## src/rtl/divider_timer_with_reload_unit_macros.svh

```systemverilog
// ----------------------------------------------------------------------------
// divider timer with reload - assertion macros
// shared concurrent check macros, removed when ASSERT_OFF is set
// ----------------------------------------------------------------------------
`ifndef DIVIDER_TIMER_WITH_RELOAD_UNIT_MACROS_SVH
`define DIVIDER_TIMER_WITH_RELOAD_UNIT_MACROS_SVH

`ifndef ASSERT_OFF
`define DTR_ASSERT(label, clk, rst, prop) \
   label: assert property (@(posedge clk) disable iff (rst) prop) \
      else $error("%m: check failed");
`define DTR_NEVER(label, clk, rst, expr) \
   label: assert property (@(posedge clk) disable iff (rst) !(expr)) \
      else $error("%m: forbidden condition seen");
`else
`define DTR_ASSERT(label, clk, rst, prop)
`define DTR_NEVER(label, clk, rst, expr)
`endif

`endif

```

## src/rtl/dtr_pkg.sv

```systemverilog
// ----------------------------------------------------------------------------
// dtr_pkg
// request and response types, address map and tap table of the timer
// ----------------------------------------------------------------------------
`default_nettype none

package dtr_pkg;

   localparam logic [1:0] REQ_TICK  = 2'd0;
   localparam logic [1:0] REQ_READ  = 2'd1;
   localparam logic [1:0] REQ_WRITE = 2'd2;

   localparam logic [15:0] ADDR_DIV = 16'hFF04;
   localparam logic [15:0] ADDR_CNT = 16'hFF05;
   localparam logic [15:0] ADDR_MOD = 16'hFF06;

   localparam logic [7:0] CNT_MAX  = 8'hFF;
   localparam logic [15:0] DIV_STEP = 16'd4;

   // divider bit watched for each clock select code
   localparam logic [3:0] TAP_BIT [4] = '{4'd9, 4'd3, 4'd5, 4'd7};

   typedef struct packed {
      logic [1:0]  req_type;
      logic [15:0] addr;
      logic [7:0]  write_data;
   } req_item_type;

   typedef struct packed {
      logic [7:0] read_data;
      logic       irq_pulse;
   } rsp_item_type;

   typedef struct packed {
      logic valid;
      logic advance;
   } stage_ctl_type;

endpackage

`default_nettype wire

```

## src/rtl/dtr_in_stage.sv

```systemverilog
// ----------------------------------------------------------------------------
// dtr_in_stage
// input register holding one request until the core takes it
// ----------------------------------------------------------------------------
`default_nettype none

module dtr_in_stage (
   input  wire logic                  clock,
   input  wire logic                  reset,
   input  wire logic                  req_valid,
   output logic                       req_stall,
   input  wire dtr_pkg::req_item_type req_data,
   input  wire logic                  advance,
   output dtr_pkg::stage_ctl_type     ctl,
   output dtr_pkg::req_item_type      item
);

   logic                  valid_ff, valid_in;
   dtr_pkg::req_item_type item_ff;

   assign req_stall = valid_ff && !advance;
   assign valid_in  = req_stall ? valid_ff : req_valid;

   always_ff @(posedge clock) begin
      if (reset) begin
         valid_ff <= 1'b0;
      end else begin
         valid_ff <= valid_in;
      end
   end

   always_ff @(posedge clock) begin
      if (req_valid && !req_stall) begin
         item_ff <= req_data;
      end
   end

   assign ctl.valid   = valid_ff;
   assign ctl.advance = advance;
   assign item        = item_ff;

endmodule

`default_nettype wire

```

## src/rtl/dtr_core.sv

```systemverilog
// ----------------------------------------------------------------------------
// dtr_core
// timer state, single pass update per request and response register
// ----------------------------------------------------------------------------
`default_nettype none
`include "divider_timer_with_reload_unit_macros.svh"

module dtr_core (
   input  wire logic                   clock,
   input  wire logic                   reset,
   input  wire dtr_pkg::stage_ctl_type ctl,
   input  wire dtr_pkg::req_item_type  item,
   output logic                        advance,
   output logic                        rsp_valid,
   input  wire logic                   rsp_stall,
   output dtr_pkg::rsp_item_type       rsp_data
);

   logic [15:0] div_ff, div_in;
   logic [7:0]  cnt_ff, cnt_in;
   logic [7:0]  mod_ff, mod_in;
   logic [7:0]  ctrl_ff, ctrl_in;
   logic        ovf_ff, ovf_in;
   logic        last_ff, last_in;
   logic        rsp_valid_ff, rsp_valid_in;
   dtr_pkg::rsp_item_type rsp_ff, rsp_in;

   logic        fire;
   logic        is_tick;
   logic [15:0] div_step;
   logic [7:0]  cnt_base;
   logic        tap;
   logic        fall;

   assign advance = !rsp_valid_ff || !rsp_stall;
   assign fire    = ctl.valid && ctl.advance;
   assign is_tick = item.req_type == dtr_pkg::REQ_TICK;

   // tick datapath
   assign div_step = div_ff + dtr_pkg::DIV_STEP;
   assign cnt_base = ovf_ff ? mod_ff : cnt_ff;
   assign tap      = div_step[dtr_pkg::TAP_BIT[ctrl_ff[1:0]]] && ctrl_ff[2];
   assign fall     = last_ff && !tap;

   always_comb begin
      div_in  = div_ff;
      cnt_in  = cnt_ff;
      mod_in  = mod_ff;
      ctrl_in = ctrl_ff;
      ovf_in  = ovf_ff;
      last_in = last_ff;
      rsp_in  = '0;
      if (fire) begin
         case (item.req_type)
            dtr_pkg::REQ_TICK: begin
               div_in           = div_step;
               rsp_in.irq_pulse = ovf_ff;
               last_in          = tap;
               ovf_in           = fall && (cnt_base == dtr_pkg::CNT_MAX);
               cnt_in           = fall ? cnt_base + 8'd1 : cnt_base;
            end
            dtr_pkg::REQ_READ: begin
               if (item.addr == dtr_pkg::ADDR_DIV) begin
                  rsp_in.read_data = div_ff[15:8];
               end else if (item.addr == dtr_pkg::ADDR_CNT) begin
                  rsp_in.read_data = cnt_ff;
               end else if (item.addr == dtr_pkg::ADDR_MOD) begin
                  rsp_in.read_data = mod_ff;
               end else begin
                  rsp_in.read_data = ctrl_ff;
               end
            end
            dtr_pkg::REQ_WRITE: begin
               if (item.addr == dtr_pkg::ADDR_DIV) begin
                  div_in = '0;
               end else if (item.addr == dtr_pkg::ADDR_CNT) begin
                  cnt_in = item.write_data;
               end else if (item.addr == dtr_pkg::ADDR_MOD) begin
                  mod_in = item.write_data;
               end else begin
                  ctrl_in = item.write_data;
               end
            end
            default: begin
            end
         endcase
      end
   end

   assign rsp_valid_in = advance ? ctl.valid : rsp_valid_ff;

   always_ff @(posedge clock) begin
      if (reset) begin
         div_ff       <= '0;
         cnt_ff       <= '0;
         mod_ff       <= '0;
         ctrl_ff      <= '0;
         ovf_ff       <= 1'b0;
         last_ff      <= 1'b0;
         rsp_valid_ff <= 1'b0;
      end else begin
         div_ff       <= div_in;
         cnt_ff       <= cnt_in;
         mod_ff       <= mod_in;
         ctrl_ff      <= ctrl_in;
         ovf_ff       <= ovf_in;
         last_ff      <= last_in;
         rsp_valid_ff <= rsp_valid_in;
      end
   end

   always_ff @(posedge clock) begin
      if (fire) begin
         rsp_ff <= rsp_in;
      end
   end

   assign rsp_valid = rsp_valid_ff;
   assign rsp_data  = rsp_ff;

   // pending overflow always shows up as an interrupt on the next tick
   `DTR_ASSERT(a_reload_irq, clock, reset, (fire && is_tick && ovf_ff) |=> (rsp_valid_ff && rsp_ff.irq_pulse))
   // overflow is only flagged together with the counter wrapping to zero
   `DTR_ASSERT(a_ovf_wrap, clock, reset, $rose(ovf_ff) |-> (cnt_ff == '0))
   // divider steps by four on every tick
   `DTR_ASSERT(a_div_step, clock, reset, (fire && is_tick) |=> (div_ff == $past(div_ff) + dtr_pkg::DIV_STEP))
   // no state moves without a request being processed
   `DTR_ASSERT(a_idle_hold, clock, reset, !fire |=> ($stable(div_ff) && $stable(cnt_ff) && $stable(ovf_ff)))
   // a stalled response is never overwritten
   `DTR_NEVER(a_no_overwrite, clock, reset, fire && rsp_valid_ff && rsp_stall)

endmodule

`default_nettype wire

```

## src/rtl/divider_timer_with_reload_unit.sv

```systemverilog
// ----------------------------------------------------------------------------
// divider_timer_with_reload_unit
// divider/timer with modulo reload and overflow interrupt, request driven
// ----------------------------------------------------------------------------
//  channel | ports                            | direction
//  --------+----------------------------------+----------
//  request | req_valid, req_stall, req_data   | in
//  response| rsp_valid, rsp_stall, rsp_data   | out
//
//  one request per cycle sustained while rsp_stall is low, every request type alike
//  each request passes the input register, then the state update into the
//  response register
//  one response per request, request type 3 answers zero
//  reset clears divider, counter, modulo, control and pending overflow
//  rsp_stall holds the response register and backs up into req_stall
// ----------------------------------------------------------------------------
`default_nettype none

module divider_timer_with_reload_unit (
   input  wire logic                  clock,
   input  wire logic                  reset,
   input  wire logic                  req_valid,
   output logic                       req_stall,
   input  wire dtr_pkg::req_item_type req_data,
   output logic                       rsp_valid,
   input  wire logic                  rsp_stall,
   output dtr_pkg::rsp_item_type      rsp_data
);

   dtr_pkg::stage_ctl_type ctl;
   dtr_pkg::req_item_type  item;
   logic                   advance;

   dtr_in_stage u_in_stage (
      .clock     (clock),
      .reset     (reset),
      .req_valid (req_valid),
      .req_stall (req_stall),
      .req_data  (req_data),
      .advance   (advance),
      .ctl       (ctl),
      .item      (item)
   );

   dtr_core u_core (
      .clock     (clock),
      .reset     (reset),
      .ctl       (ctl),
      .item      (item),
      .advance   (advance),
      .rsp_valid (rsp_valid),
      .rsp_stall (rsp_stall),
      .rsp_data  (rsp_data)
   );

endmodule

`default_nettype wire

```

## config.mk

```make
export PLATFORM = sky130hd
export DESIGN_NAME = divider_timer_with_reload_unit
export DESIGN_NICKNAME = d
export VERILOG_FILES = /design/src/rtl/dtr_pkg.sv /design/src/rtl/dtr_in_stage.sv /design/src/rtl/dtr_core.sv /design/src/rtl/divider_timer_with_reload_unit.sv
export VERILOG_INCLUDE_DIRS = /design/src /design/src/rtl
export SDC_FILE = /design/constraint.sdc
export NUM_CORES = 1
export LEC_CHECK = 0
export BUFFER_PORTS_ARGS = -buffer_cell sky130_fd_sc_hd__buf_2
export CORE_AREA = 2 2 86 130
export DETAILED_ROUTE_END_ITERATION = 10
export DIE_AREA = 0 0 88 132
export PLACE_DENSITY = 0.52
export SLEW_MARGIN = 5
export SYNTH_ARGS = -nofsm -noshare
export SYNTH_HDL_FRONTEND = slang
export SYNTH_SLANG_ARGS = --single-unit
```

## constraint.sdc

```tcl
create_clock -name clock -period 3.5 [get_ports clock]
set_input_delay 0.7 -clock clock [delete_from_list [all_inputs] [get_ports clock]]
set_output_delay 0.7 -clock clock [all_outputs]
set_load 0.02 [all_outputs]
```

==> metrics <==
fill count=around 1.0k; Yosys warnings=0; Max FO, Critical Path=12; Final Hold Viols=0; Peak VDD IR=around 0.28 mV; Clock Latency Late Sink=between 0.3 and 0.4 ns; final slew viol count=0; fin nets=404; RSZ-0062 raised after global routing=false; I/O Buffers=40; CTS tree=yes; synth-to-layout area growth=20.3%; Setup CP Type=register to register; gr busiest metal=met2; total design power=approximately 2.1 mW; num ports=41; DR vias/cell=between 5 and 6; hold_buf cts=0; Startpoint Class=register; Detailed Routing Iterations Pass 1=5; TritonCTS Buffers=9; run status=complete, no violations; Core Util, Final=between 40 and 50%; min Tclk post-route=around 2.8 ns; FP Rows=46; WL per Instance=around 16 um; largest net degree at the start of global routing=27; GP Congestion=around 0.86; most common cell in the synthesized netlist=nor2_1; Overflow after GRT=0; Pwr Density=roughly 490 nW/um^2; Final Setup Violations=0; final wirelength=8.23 mm; Post-synth top cells=nor2_1, dfxtp_1, edfxtp_1; initial core utilization=between 30% and 40%; gr usage total=between 10% and 20%; distinct cell type count after synthesis=50; Synth Area per Inst=about 11 um^2; worst slew pin tran=roughly 0.71 ns; Clock Skew=between 0.006 and 0.007 ns; hold slack=around 0.48 ns; mapped cell area=approximately 3500 um^2; core area=10400 um^2; die width=about 88 um; Synth area leader=edfxtp_1; antenna cells=0; layout cells sized above 1=19.9%; post-synth top area share=approximately 30%; post-synthesis async set-or-reset flop share=0%; fmax=between 300 and 400 MHz; M1 GR Usage=~18%; initial antenna violation count=0; CTS Sinks=77; placed wire-length estimate=6.10 mm; die area=11600 um^2; CTS Buffer Depth=2; max_cap viols=0; vias in the first global route=around 2.8k; cells after synthesis=roughly 330; Detail Route Antenna Nets=0; met2 Usage GRT=a little over a quarter; Post-CTS Setup Bufs=0; final worst path period share=79.9%; Synth Net Count=359; Required @ worst endpoint=roughly 3.7 ns; H-tree Lvls=3; initial drt markers=114; FF+latch count, synth=77; EDFF count, synth=35; Main synth FF type=dfxtp_1; Worst Path Arrival=~3.0 ns; post_cts resized=0; first-pass GRT wire length=around 14 mm; Hold Path Class=register to register; root buf cell=clkbuf_16; top post-synthesis cells by area=edfxtp_1, dfxtp_1, mux2i_1; Setup crit end kind=register; vias post-DR=around 2.7k; Worst-path clk slew=0.06 ns; met3 Usage GRT=3.88%; max_slew headroom=52.3%; Die Span Y=about 130 um; DR DRC count=0; Setup TNS=0 ns; Seq/Total Area, Yosys=between 50% and 60%; cell leakage power=about 1.5 nW
## report_power, final
group | internal, mW | leakage (nW) | switching, mW
Combinational | 0.0324 | 0.706 | 0.0501
Clock | 0.627 | 0.156 | 0.369
Sequential | 0.969 | 0.683 | 0.0160
## cells in the final DEF (no fill, tap or decap), drive strengths merged, types with 8 or more instances in the layout
| cell | count |
|---|---|
| nor3 | 11 |
| clkbuf | 9 |
| buf | 49 |
| nor2 | 45 |
| nand3 | 16 |
| a221o | 8 |
| mux2i | 29 |
| a21oi | 23 |
| nand2 | 9 |
| edfxtp | 35 |
| dfxtp | 42 |
## worst max-delay path: stages, from the launching register on
cell and delay, ns:
edfxtp_1 0.36, or4b_1 0.50, or4_1 0.55, nor3b_1 0.24, buf_4 0.22, o21a_1 0.44
mux2i_1 0.26, o22ai_1 0.09
## routing by layer
| layer | wire (um) | vias to the layer above |
|---|---|---|
| met3 | 322 | 21 |
| met4 | 229 | 0 |
| met2 | 4350 | 72 |
| met5 | 0 | - |
| met1 | 3320 | 1282 |
| li1 | - | 1320 |
## state kept, by name (all words and copies together), names as in the netlist
| name | cells |
|---|---|
| u_in_stage.item | 26 |
| u_core.ctrl_ff | 8 |
| u_core.rsp_valid | 1 |
| u_core.ovf_ff | 1 |
| u_core.cnt_ff | 8 |
| u_core.last_ff | 1 |
| u_core.rsp_data | 9 |
| u_core.div_ff | 14 |
| u_in_stage.valid_ff | 1 |
| u_core.mod_ff | 8 |
## path summary, 6_finish.rpt
kind	startpoint	endpoint	slack, ns	depth (start not counted)
setup / recovery	u_in_stage.item[13]$_DFFE_PP_	u_core.cnt_ff[7]$_SDFFE_PP0P_	0.70	7
hold / removal	u_in_stage.valid_ff$_SDFFE_PP0N_	u_core.rsp_valid$_SDFFE_PP0N_	0.48	2
setup reg to reg	u_in_stage.item[13]$_DFFE_PP_	u_core.cnt_ff[7]$_SDFFE_PP0P_	0.70	7
hold reg to reg	u_in_stage.valid_ff$_SDFFE_PP0N_	u_core.rsp_valid$_SDFFE_PP0N_	0.48	2
## cell type report
| cell class | instances | area (um^2) | area share (%) |
|---|---|---|---|
| Clock inverter | 7 | 98.8 | 2.34 |
| Sequential cell | 77 | 1890 | 44.9 |
| Clock buffer | 9 | 225 | 5.34 |
| Inverter | 2 | 7.51 | 0.178 |
| Multi-Input combinational cell | 233 | 1550 | 36.6 |
| Timing Repair Buffer | 49 | 268 | 6.35 |
| Tap cell | 144 | 180 | 4.27 |
## cell families (layout without fill, tap and decap cells)
kind of cell / after synthesis / count (layout) / synth area share (%)
multiplexers: 32 / 32 / 9.25
AND/OR/NAND/NOR: 127 / 127 / 19.2
adder cells (fa/ha/maj): 2 / 2 / 0.714
flip-flops: 77 / 77 / 54.0
XOR/XNOR: 11 / 11 / 2.75
AO/OA/AOI/OAI: 61 / 61 / 11.9
buffers and inverters: 17 / 67 / 2.18
## per-stage QoR
step | instances | cell area, um^2 | setup slack (ns)
2_1_floorplan | 327 | 3500 | 0.913
3_3_place_gp | 505 | 3890 | 0.790
3_5_place_dp | 505 | 3890 | 0.723
4_1_cts | 521 | 4220 | 0.655
5_1_grt | 521 | 4220 | 0.517
6_report | 521 | 4220 | 0.703
Power figures use the tool's default switching activity.
